--- config.mk ---
export PLATFORM = sky130hd
export DESIGN_NAME = apool_fifo
export DESIGN_NICKNAME = d
export VERILOG_FILES = /design/src/apool_pkg.sv /design/src/apool_fifo.sv
export SDC_FILE = /design/constraint.sdc
export NUM_CORES = 1
export LEC_CHECK = 0
export BUFFER_PORTS_ARGS = -buffer_cell sky130_fd_sc_hd__buf_2
export CORE_MARGIN = 2
export CORE_UTILIZATION = 52
export DETAILED_ROUTE_END_ITERATION = 12
export PLACE_DENSITY_LB_ADDON = 0.2
export REMOVE_ABC_BUFFERS = 1
export SLEW_MARGIN = 40
export SYNTH_ARGS = -nofsm -noshare
export SYNTH_HDL_FRONTEND = slang
export SYNTH_SLANG_ARGS = --single-unit
export TNS_END_PERCENT = 30
--- constraint.sdc ---
create_clock -name clock -period 6.52 [get_ports clock]
set_input_delay 0 -clock clock [delete_from_list [all_inputs] [get_ports clock]]
set_output_delay 0 -clock clock [all_outputs]
set_load 0.02 [all_outputs]
--- src/apool_pkg.sv ---
// shared types, constants and helper functions of the average pooling block
package apool_pkg;

   localparam int LANES       = 8;
   localparam int SAMPLE_BITS = 16;
   localparam int POS_W       = 7;
   localparam int SIZE_W      = 4;
   localparam int SLOT_W      = 3;
   localparam int CSR_IDX_W   = 3;
   localparam int ACC_W       = SAMPLE_BITS + 6;
   localparam int RECIP_W     = 17;
   localparam int PROD_W      = ACC_W + RECIP_W + 1;

   localparam int DEF_MAX_ROWS = 64;
   localparam int DEF_MAX_COLS = 64;
   localparam int DEF_POOL_MAX = 8;

   localparam logic [CSR_IDX_W-1:0] CFG_IN_ROWS     = 3'd0;
   localparam logic [CSR_IDX_W-1:0] CFG_IN_COLS     = 3'd1;
   localparam logic [CSR_IDX_W-1:0] CFG_CHAN_GROUPS = 3'd2;
   localparam logic [CSR_IDX_W-1:0] CFG_POOL_SIZE   = 3'd3;
   localparam logic [CSR_IDX_W-1:0] CFG_ROW_STRIDE  = 3'd4;
   localparam logic [CSR_IDX_W-1:0] CFG_COL_STRIDE  = 3'd5;

   typedef logic [LANES-1:0][SAMPLE_BITS-1:0] lane_vec_type;

   typedef struct packed {
      logic signed [SAMPLE_BITS-1:0] lane7;
      logic signed [SAMPLE_BITS-1:0] lane6;
      logic signed [SAMPLE_BITS-1:0] lane5;
      logic signed [SAMPLE_BITS-1:0] lane4;
      logic signed [SAMPLE_BITS-1:0] lane3;
      logic signed [SAMPLE_BITS-1:0] lane2;
      logic signed [SAMPLE_BITS-1:0] lane1;
      logic signed [SAMPLE_BITS-1:0] lane0;
   } req_type;

   typedef struct packed {
      logic                          frame_last;
      logic                          plane_last;
      logic signed [SAMPLE_BITS-1:0] avg7;
      logic signed [SAMPLE_BITS-1:0] avg6;
      logic signed [SAMPLE_BITS-1:0] avg5;
      logic signed [SAMPLE_BITS-1:0] avg4;
      logic signed [SAMPLE_BITS-1:0] avg3;
      logic signed [SAMPLE_BITS-1:0] avg2;
      logic signed [SAMPLE_BITS-1:0] avg1;
      logic signed [SAMPLE_BITS-1:0] avg0;
   } rsp_type;

   typedef struct packed {
      logic [CSR_IDX_W-1:0] index;
      logic [POS_W-1:0]     data;
   } csr_type;

   // one classified item handed from the front to the back
   typedef struct packed {
      lane_vec_type      data;
      logic [SLOT_W-1:0] wr_slot;
      logic [POS_W-1:0]  wr_col;
      logic              win;
      logic [SLOT_W-1:0] rd_slot;
      logic [POS_W-1:0]  c0;
      logic [SIZE_W-1:0] p;
      logic              plane_last;
      logic              frame_last;
   } work_type;

   // rounded q1.16 reciprocal of size squared
   function automatic logic [RECIP_W-1:0] recip_q16(input logic [SIZE_W-1:0] p);
      logic [RECIP_W-1:0] r;
      case (p)
         4'd1:    r = 17'd65536;
         4'd2:    r = 17'd16384;
         4'd3:    r = 17'd7282;
         4'd4:    r = 17'd4096;
         4'd5:    r = 17'd2621;
         4'd6:    r = 17'd1820;
         4'd7:    r = 17'd1337;
         4'd8:    r = 17'd1024;
         default: r = 17'd65536;
      endcase
      return r;
   endfunction

   // one step of a restoring remainder
   function automatic logic [SIZE_W-1:0] rem_step(input logic [SIZE_W-1:0] rem,
                                                  input logic b,
                                                  input logic [SIZE_W-1:0] d);
      logic [SIZE_W:0] t;
      t = {rem, b};
      if (t >= {1'b0, d}) begin
         t = t - {1'b0, d};
      end
      return t[SIZE_W-1:0];
   endfunction

endpackage

--- src/apool_fifo.sv ---
// two-entry queue between the front and the back
module apool_fifo import apool_pkg::*; (
   input  logic     clock,
   input  logic     reset,
   input  logic     in_valid,
   output logic     in_ready,
   input  work_type in_data,
   output logic     out_valid,
   input  logic     out_ready,
   output work_type out_data
);

   work_type   entry_ff [2];
   logic       wptr_ff, rptr_ff;
   logic [1:0] count_ff;
   logic       push, pop;

   assign in_ready  = (count_ff != 2'd2);
   assign out_valid = (count_ff != 2'd0);
   assign out_data  = entry_ff[rptr_ff];
   assign push      = in_valid && in_ready;
   assign pop       = out_valid && out_ready;

   always_ff @(posedge clock) begin
      if (reset) begin
         wptr_ff  <= 1'b0;
         rptr_ff  <= 1'b0;
         count_ff <= 2'd0;
      end else begin
         if (push) begin
            wptr_ff <= ~wptr_ff;
         end
         if (pop) begin
            rptr_ff <= ~rptr_ff;
         end
         if (push && !pop) begin
            count_ff <= count_ff + 2'd1;
         end else if (pop && !push) begin
            count_ff <= count_ff - 2'd1;
         end
      end
   end

   always_ff @(posedge clock) begin
      if (push) begin
         entry_ff[wptr_ff] <= in_data;
      end
   end

endmodule

* Word level (Yosys, flattened, before mapping)
Memory sizes are Yosys's and may differ from the RTL's. A register that Yosys moved wholly into a read port is not among the register bits. Cells that the tools add are included.
Cells by class: bitwise logic cells 2, add/subtract/negate cells 2, multiplexer cells 6, reductions and logical operators 8, eq/ne operators 1
Operators with widths (number):
- $logic_and A1 B1 Y1 | 4
- $mux W1 | 4
- $mux W2 | 2
- $reduce_bool A2 Y1 | 2
- $add A2 B1 Y2 const B | 1
- $logic_not A1 Y1 | 2
- $ne A2 B2 Y1 const B | 1
- $not A1 Y1 | 2
- $sub A2 B1 Y2 const B | 1
Word-level totals: input bits 159, output and inout port bits 157, flip-flop bits (word level) 4, logic and storage cells 23, bits in writable memories 310, memories kept 1
Memory list:
- entry_ff | depth 2, width 155, read ports 1, clocked after Yosys merged registers in 1, wr ports 1, RTL line apool_fifo.sv:13 | work_type entry_ff [2];

* Depth between registers and ports, before layout
Gate-level depths: netlist (run 1).
depth in word-level cells 6, depth in mapped cells 6, mapped depth without buffers 6

* Least setup slack after synthesis (run 1)
OpenSTA, ideal clock, no wires.
path kind register to register, from register count_ff[0], to memory entry_ff[1][0] in the netlist's numbering (enable), clock period less this slack 4863 ps, stages on the path, launching flop included 3, buffers on the path 0, setup slack 1657 ps, setup time 535 ps, arrival 4329 ps, required time 5985 ps, cell sequence dfxtp_1 nand2b_1 and3_1
Between the ends: longest elaborated chain between the ends 4
Ends and longest elaborated chain:
- start: declaration | RTL line apool_fifo.sv:15 | logic [1:0] count_ff;
- start signal: assignment | RTL line apool_fifo.sv:37 | count_ff <= count_ff + 2'd1;
- start signal: assignment | RTL line apool_fifo.sv:39 | count_ff <= count_ff - 2'd1;
- $ne A2 B2 Y1 | RTL line apool_fifo.sv:18 | assign in_ready = (count_ff != 2'd2);
- named net in_ready | RTL line apool_fifo.sv:6 | output logic in_ready,
- $logic_and A1 B1 Y1 | RTL line apool_fifo.sv:21 | assign push = in_valid && in_ready;
- $mux W1 | RTL line apool_fifo.sv:45 | if (push) begin
- $mux W1 (implied by the code) | RTL line apool_fifo.sv:46 | entry_ff[wptr_ff] <= in_data;
- end: declaration | RTL line apool_fifo.sv:13
The timed path passes the listed nets, and every way through them passes these cells.

* Worst setup path after layout (run 1)
from register count_ff[0], to memory entry_ff[0][148] in the netlist's numbering (enable)
Between the ends: longest elaborated chain between the ends 4
Ends and longest elaborated chain (RTL line):
- $ne A2 B2 Y1 | apool_fifo.sv:18
- $logic_and A1 B1 Y1 | apool_fifo.sv:21
- $mux W1 | apool_fifo.sv:45
- $mux W1 (implied by the code) | apool_fifo.sv:46
No other way between the ends.

==> flow_summary.yaml, run 1 <==
place:
  hpwl_um: 14300
  port_buffers: 315
  place_congestion: 0.792
sta:
  rsz0062_at_grt: "no"
  whs_ns: 0.188
  timing.final.crit_period_ns: 2.57
  clock.fmax_ghz: 0.389
  worstMarginPinSlew_ns: 0.807
  setup-violations-final: 0
  slew_violations: 0
  timing.slew.headroom_pct: 46.2
  setup_tns_ns: 0
  final.setup_skew_ns: 0.00847
  layout_worst_path_cycle_share_pct: 39.5
  final_hold_violation_count: 0
yosys:
  synth.most_common_cell: "sky130_fd_sc_hd__edfxtp_1"
  synth.top_cells.by_area: "sky130_fd_sc_hd__edfxtp_1 (81%), sky130_fd_sc_hd__mux2_2 (15%), sky130_fd_sc_hd__buf_6 (1.5%)"
  ys.flop_type: "sky130_fd_sc_hd__edfxtp_1"
  yosysTopAreaCellShare_pct: 81.2
  netlist.top_cell.by_area: "sky130_fd_sc_hd__edfxtp_1"
  syn_area_per_cell_um2: 22.7
  yosys_register_bits: 315
  ys_warn_count: 0
  ys_types: 18
  synth_top_cells_by_count: "sky130_fd_sc_hd__edfxtp_1 (310), sky130_fd_sc_hd__mux2_2 (155), sky130_fd_sc_hd__buf_6 (15)"
  synthArstFlopShare_pct: 0
  cell_count_after_synthesis: 506
  synth-edff-count: 310
  synth.cell_area_um2: 11500
  seq_area_frac_synth_pct: 82.1
power:
  p_seq_share_pct: 44.4
  power_switching_mw: 1.73
  power.switching_fraction_pct: 29.3
  max-vdd-ir-drop_v: 0.000366
  internal-power_mw: 4.17
  combPwrFrac_pct: 27.0
  power.density_nw_per_um2: 372
  clockPowerShare_pct: 28.6
  leakagePower_nw: 5.98
clocking:
  clock_tree.htree_level_count: 1
  clk-insertion-delay-late_ns: 0.53
  tritoncts.num_buffers: 31
  clk_pin_slew_ns: 0.06
  cts.repair.resized: 0
  clock_sink_count: 315
  tritoncts_clock_tree: "done"
  post_cts.repair.setup_buffers: 0
  cts.root.buffer_cell: "sky130_fd_sc_hd__clkbuf_16"
  cts-root-to-sink-buffers: 3
critical_path:
  worstPathBufferInverterCount: 2
  crit_required_ns: 6.68
  setup.reg_to_reg.worst_slack_ns: 3.95
  timing.reg2reg.worst_path_depth: 4
  start_kind: "flop"
  worst_path_max_delay_cell: "sky130_fd_sc_hd__buf_6"
  cp-end-kind: "flop"
  cp_top_family: "buffers and inverters"
  timing.rr.start: "count_ff[0]"
  crit-reg2reg-capture: "entry_ff[0][148]"
  cp.arrival_ns: 2.74
  largest_fanout_on_the_critical_path: 83
  setup.worst_path.class: "flop to flop"
  crit_path_largest_cell_delay_ns: 0.62
  path_cells: "nand2b_1 > nand3b_1 > inv_6 > buf_6"
floorplan:
  die_width_um: 152
  pin_count: 316
  core_um2: 21800
  die_y_um: 152
  design.die.area_um2: 23200
  floorplan.rows: 54
  starting_density_of_the_core_pct: 52.7
layout:
  layout_cells_sized_above_1_pct: 51.2
  syn_to_final_growth_pct: 38.2
  area_occupied_by_multi_input_gates_um2: 1870
  fill_cells: 1339
  final-seq-area_um2: 9410
  final_net_count: 1161
drt:
  number_of_iterations_in_the_first_detailed_routing_pass: 7
  final_antenna_violating_net_count: 0
  post_drt_via_cell_ratio: 5.07
  drt-wirelength-per-cell_um: 18.8
  drc: 0
  dr.first_iter.drc_count: 420
  postRouteWirelength_um: 24500
  dr_total_vias: 6614
global_routing:
  grt_start_max_net_pins: 84
  grt.overflow.total: 0
  first_global_vias: 7127
  initial_antenna_violation_count: 1
  globalRouteTotalUtil_pct: 20.2
  grt_pass1_wl_um: 37100
run_status:
  status: "completed"
min_path:
  hp-start: "in_data[109]"
  timing.hold.worst_endpoint: "entry_ff[1][109]"
  hold_path.class: "primary input to flop"
  whs_path_depth: 2
job:
  maxCapViolCount: 0
## flip-flops by register name, indices dropped and copies added (netlist names), named ones only
| register | count |
|---|---|
| wptr_ff | 1 |
| count_ff | 2 |
| entry_ff | 310 |
| rptr_ff | 1 |
## repair_timing
item / in CTS / in global routing
endpoints found under the hold margin: 315 / 0
setup endpoints to repair: 0 / 0
hold buffers: 159 / 0
## worst max-delay path by stage
stage                           start  slack [ns]  depth (start not counted)          endpoint
after floorplan           count_ff[0]        1.66                          2    entry_ff[1][0]
after global placement    count_ff[0]        3.85                          4   entry_ff[0][57]
after detailed placement  count_ff[0]        3.99                          4    entry_ff[0][5]
after CTS                 count_ff[0]        3.96                          4   entry_ff[0][29]
after global routing      count_ff[0]        3.77                          4  entry_ff[0][148]
final                     count_ff[0]        3.95                          4  entry_ff[0][148]
## power groups by stage
stage               logic, mW  registers, mW  clock network, mW
global route             1.68           2.65               1.80
detailed placement       1.50           2.66                  0
finish                   1.59           2.62               1.69
global placement         1.43           2.68                  0
floorplan               0.978           2.74                  0
CTS                      1.59           2.62               1.71
## placed cells by master, fill, tap and decap left out, types with 2 or more instances in the layout
cell type	count
sky130_fd_sc_hd__a21oi_1	2
sky130_fd_sc_hd__buf_2	315
sky130_fd_sc_hd__buf_6	4
sky130_fd_sc_hd__bufinv_16	2
sky130_fd_sc_hd__clkbuf_1	7
sky130_fd_sc_hd__clkbuf_16	31
sky130_fd_sc_hd__clkbuf_8	4
sky130_fd_sc_hd__clkinv_1	4
sky130_fd_sc_hd__clkinv_2	7
sky130_fd_sc_hd__dfxtp_1	4
sky130_fd_sc_hd__dlygate4sd3_1	159
sky130_fd_sc_hd__edfxtp_1	310
sky130_fd_sc_hd__mux2_2	155
sky130_fd_sc_hd__nor2_1	3
sky130_fd_sc_hd__o21ai_0	2
sky130_fd_sc_hd__xor2_1	3
## per-stage QoR
step	std cells	cell area, µm²	utilization, %	total power [mW]	worst slack [ns]
detailed placement	1089	13300	61.0	4.17	3.99
global route	1304	15800	72.8	6.13	3.77
floorplan	489	11300	-	3.72	1.66
CTS	1303	15800	72.8	5.92	3.96
finish	1304	15800	72.8	5.90	3.95
global placement	1088	13200	60.9	4.11	3.85
## logic make-up after synthesis
kind of cell	synth area share (%)
XOR/XNOR	0.229
buffers and inverters	1.64
adder cells (fa/ha/maj)	0.109
AND/OR/NAND/NOR	0.437
multiplexers	15.2
flip-flops	82.1
AO/OA/AOI/OAI	0.262
## layout make-up
type / instances / share of cell area, %
antenna: 1 / 0.0158
clock buffer: 42 / 5.41
clock inverter: 13 / 0.695
inverter: 1 / 0.0553
multi-input combinational: 173 / 11.8
sequential: 315 / 59.4
tap: 280 / 2.21
timing repair buffer: 479 / 20.4
## routing by layer
metal	track usage, %	wire, µm	vias to the layer above
li1	-	-	3006
met1	24.0	9370	3257
met2	36.7	12600	295
met3	4.72	1810	56
met4	6.39	738	0
met5	0	0	-
No activity file was read; power rests on OpenSTA's default activity.
==> run 2, diff against run 1 <==
--- a/config.mk
+++ b/config.mk
@@ -5,6 +5,7 @@
 export SDC_FILE = /design/constraint.sdc
 export NUM_CORES = 1
 export LEC_CHECK = 0
+export ABC_AREA = 1
 export BUFFER_PORTS_ARGS = -buffer_cell sky130_fd_sc_hd__buf_2
 export CORE_MARGIN = 2
 export CORE_UTILIZATION = 52
==> constraint.sdc (replaced) <==
create_clock -name clock -period 2.5 [get_ports clock]
set_input_delay 0 -clock clock [delete_from_list [all_inputs] [get_ports clock]]
set_output_delay 0 -clock clock [all_outputs]
set_load 0.02 [all_outputs]
==> run 2 against run 1 <==
  * Count of clock-buffer cells in the layout down 8
  * Die area up 0.46%
  * Sequential cell count unchanged
==> flow_summary.yaml, run 2 <==
critical_path:
  timing.rr.start: "count_ff[0]"
  start_kind: "flop"
  timing.reg2reg.worst_path_depth: 5
  cp-end-kind: "primary output"
  largest_fanout_on_the_critical_path: 65
  crit_required_ns: 2.50
  setup.worst_path.class: "flop to primary output"
  cp.arrival_ns: 2.01
sta:
  setup_ws_ns: 0.492
  rsz0062_at_grt: "no"
  final.setup_skew_ns: 0.0129
  final_hold_violation_count: 0
  clock.fmax_ghz: 0.498
  timing.slew.headroom_pct: 68.3
  timing.final.crit_period_ns: 2.01
  setup_tns_ns: 0
  worstMarginPinSlew_ns: 0.475
  setup-violations-final: 0
  slew_violations: 0
  layout_worst_path_cycle_share_pct: 80.3
yosys:
  seq_area_frac_synth_pct: 81.7
  ys_types: 13
  synth.most_common_cell: "sky130_fd_sc_hd__edfxtp_1"
  synth-edff-count: 310
  netlist.top_cell.by_area: "sky130_fd_sc_hd__edfxtp_1"
  syn_area_per_cell_um2: 22.2
  ys.flop_type: "sky130_fd_sc_hd__edfxtp_1"
  ys_warn_count: 0
  yosysTopAreaCellShare_pct: 80.8
  yosys_register_bits: 315
  synth.top_cells.by_area: "sky130_fd_sc_hd__edfxtp_1 (81%), sky130_fd_sc_hd__mux2_2 (15%), sky130_fd_sc_hd__clkbuf_8 (1.4%)"
  cell_count_after_synthesis: 519
  synthArstFlopShare_pct: 0
  synth_top_cells_by_count: "sky130_fd_sc_hd__edfxtp_1 (310), sky130_fd_sc_hd__mux2_2 (155), sky130_fd_sc_hd__clkbuf_8 (12)"
  synth.cell_area_um2: 11500
global_routing:
  grt_pass1_wl_um: 37100
  globalRouteTotalUtil_pct: 19.9
  initial_antenna_violation_count: 1
  grt_start_max_net_pins: 83
  first_global_vias: 7027
  grt.overflow.total: 0
place:
  hpwl_um: 14500
  dpl.cell_count: 1104
  place_congestion: 0.772
  port_buffers: 315
  place_ws_ns: 0.848
clocking:
  clock_sink_count: 315
  cts.root.buffer_cell: "sky130_fd_sc_hd__clkbuf_16"
  tritoncts_clock_tree: "done"
  tritoncts.num_buffers: 30
  clk-insertion-delay-late_ns: 0.54
  clock_tree.htree_level_count: 1
  cts-root-to-sink-buffers: 3
  clk_pin_slew_ns: 0.06
layout:
  largest_registers: "entry_ff (310), count_ff (2)"
  layout.cells.most_common: "sky130_fd_sc_hd__buf_2"
  flip_flop_count_of_the_largest_register_after_layout: 310
  top_register: "entry_ff"
  final_net_count: 1174
  fin_cells: 1315
  layout_cells_sized_above_1_pct: 50.2
  area_occupied_by_multi_input_gates_um2: 1870
  mostFrequentLayoutCells: "sky130_fd_sc_hd__buf_2 (315), sky130_fd_sc_hd__edfxtp_1 (310), sky130_fd_sc_hd__dlygate4sd3_1 (158)"
  final-seq-area_um2: 9410
  fill_cells: 1299
  syn_to_final_growth_pct: 37.6
drt:
  dr.first_iter.drc_count: 332
  drc: 0
  number_of_iterations_in_the_first_detailed_routing_pass: 5
  post_drt_via_cell_ratio: 4.99
  postRouteWirelength_um: 23900
  drt-wirelength-per-cell_um: 18.2
  dr_total_vias: 6566
  final_antenna_violating_net_count: 0
power:
  leakagePower_nw: 5.99
  power.density_nw_per_um2: 940
  max-vdd-ir-drop_v: 0.000727
min_path:
  hp-start: "in_data[100]"
  hold_path.class: "primary input to flop"
  whs_path_depth: 2
floorplan:
  pin_count: 316
  die_y_um: 153
  floorplan.rows: 54
  core_um2: 21800
  starting_density_of_the_core_pct: 52.9
  die_width_um: 153
  design.die.area_um2: 23400
job:
  maxCapViolCount: 0
run_status:
  status: "completed"
## run 2: cell count changes after synthesis, sizes merged, moves of 2 or more
cell    before  now
buf         17    5
clkbuf       0   12
nand2        0    9
inv          1    8
nor2         3    7
xor2         3    0
nand3        0    2
## run 2: power by group
group | total (mW) | internal, mW | switching (mW)
Combinational | 3.94 | 1.58 | 2.36
Clock | 4.09 | 2.33 | 1.76
Sequential | 6.86 | 6.68 | 0.188
Total | 14.9 | 10.6 | 4.31
## run 2: final timing paths
kind                      endpoint  slack [ns]
setup reg to reg   entry_ff[0][35]        0.81
hold / removal    entry_ff[0][100]        0.18
hold reg to reg               flop        0.53
setup / recovery      out_data[17]        0.49
## run 2: logic make-up (layout without fill, tap and decap cells)
logic type	after synthesis	count (layout)	synth area share (%)
DFF	315	315	81.7
other	0	1	0
buffers and inverters	25	540	2.18
AOI/OAI and AO/OA	4	4	0.174
adders and majority gates	1	1	0.109
muxes	155	155	15.2
and+or+nand+nor	19	19	0.663
## run 2: area by class of cell
class / instances / area share, %
Sequential cell: 315 / 59.4
Timing Repair Buffer: 480 / 20.7
Multi-Input combinational cell: 179 / 11.8
Clock buffer: 34 / 4.97
Tap cell: 280 / 2.21
Clock inverter: 18 / 0.663
Inverter: 8 / 0.190
Antenna cell: 1 / 0.0158
## run 2: critical path: stages (launching register included)
cell and delay (ns):
sky130_fd_sc_hd__dfxtp_4 0.49, sky130_fd_sc_hd__buf_12 0.34, sky130_fd_sc_hd__mux2_2 0.40, sky130_fd_sc_hd__buf_2 0.17
## run 2: routing by layer
| metal | track usage, % | up-vias | wire length [µm] |
|---|---|---|---|
| met5 | 0 | - | 0 |
| met4 | 4.76 | 0 | 631 |
| met3 | 4.93 | 45 | 1620 |
| met1 | 23.5 | 3222 | 8960 |
| li1 | - | 3040 | - |
| met2 | 36.9 | 259 | 12700 |
## run 2: what timing repair did
| action | CTS | global route |
|---|---|---|
| setup buffers | 0 | 0 |
| resized for setup | 0 | 0 |
| hold buffers | 158 | 0 |
| endpoints found under the hold margin | 315 | 0 |
## run 2: stage by stage
| step | cell area (µm²) | hold slack (ns) | util, % | power [mW] |
|---|---|---|---|---|
| CTS | 15800 | 0.156 | 72.8 | 15.0 |
| finish | 15800 | 0.183 | 72.8 | 14.9 |
| global placement | 13400 | 0.187 | 61.4 | 10.6 |
| floorplan | 11300 | 0.0989 | - | 9.47 |
| global route | 15800 | 0.170 | 72.8 | 15.5 |
| detailed placement | 13400 | 0.191 | 61.4 | 10.7 |
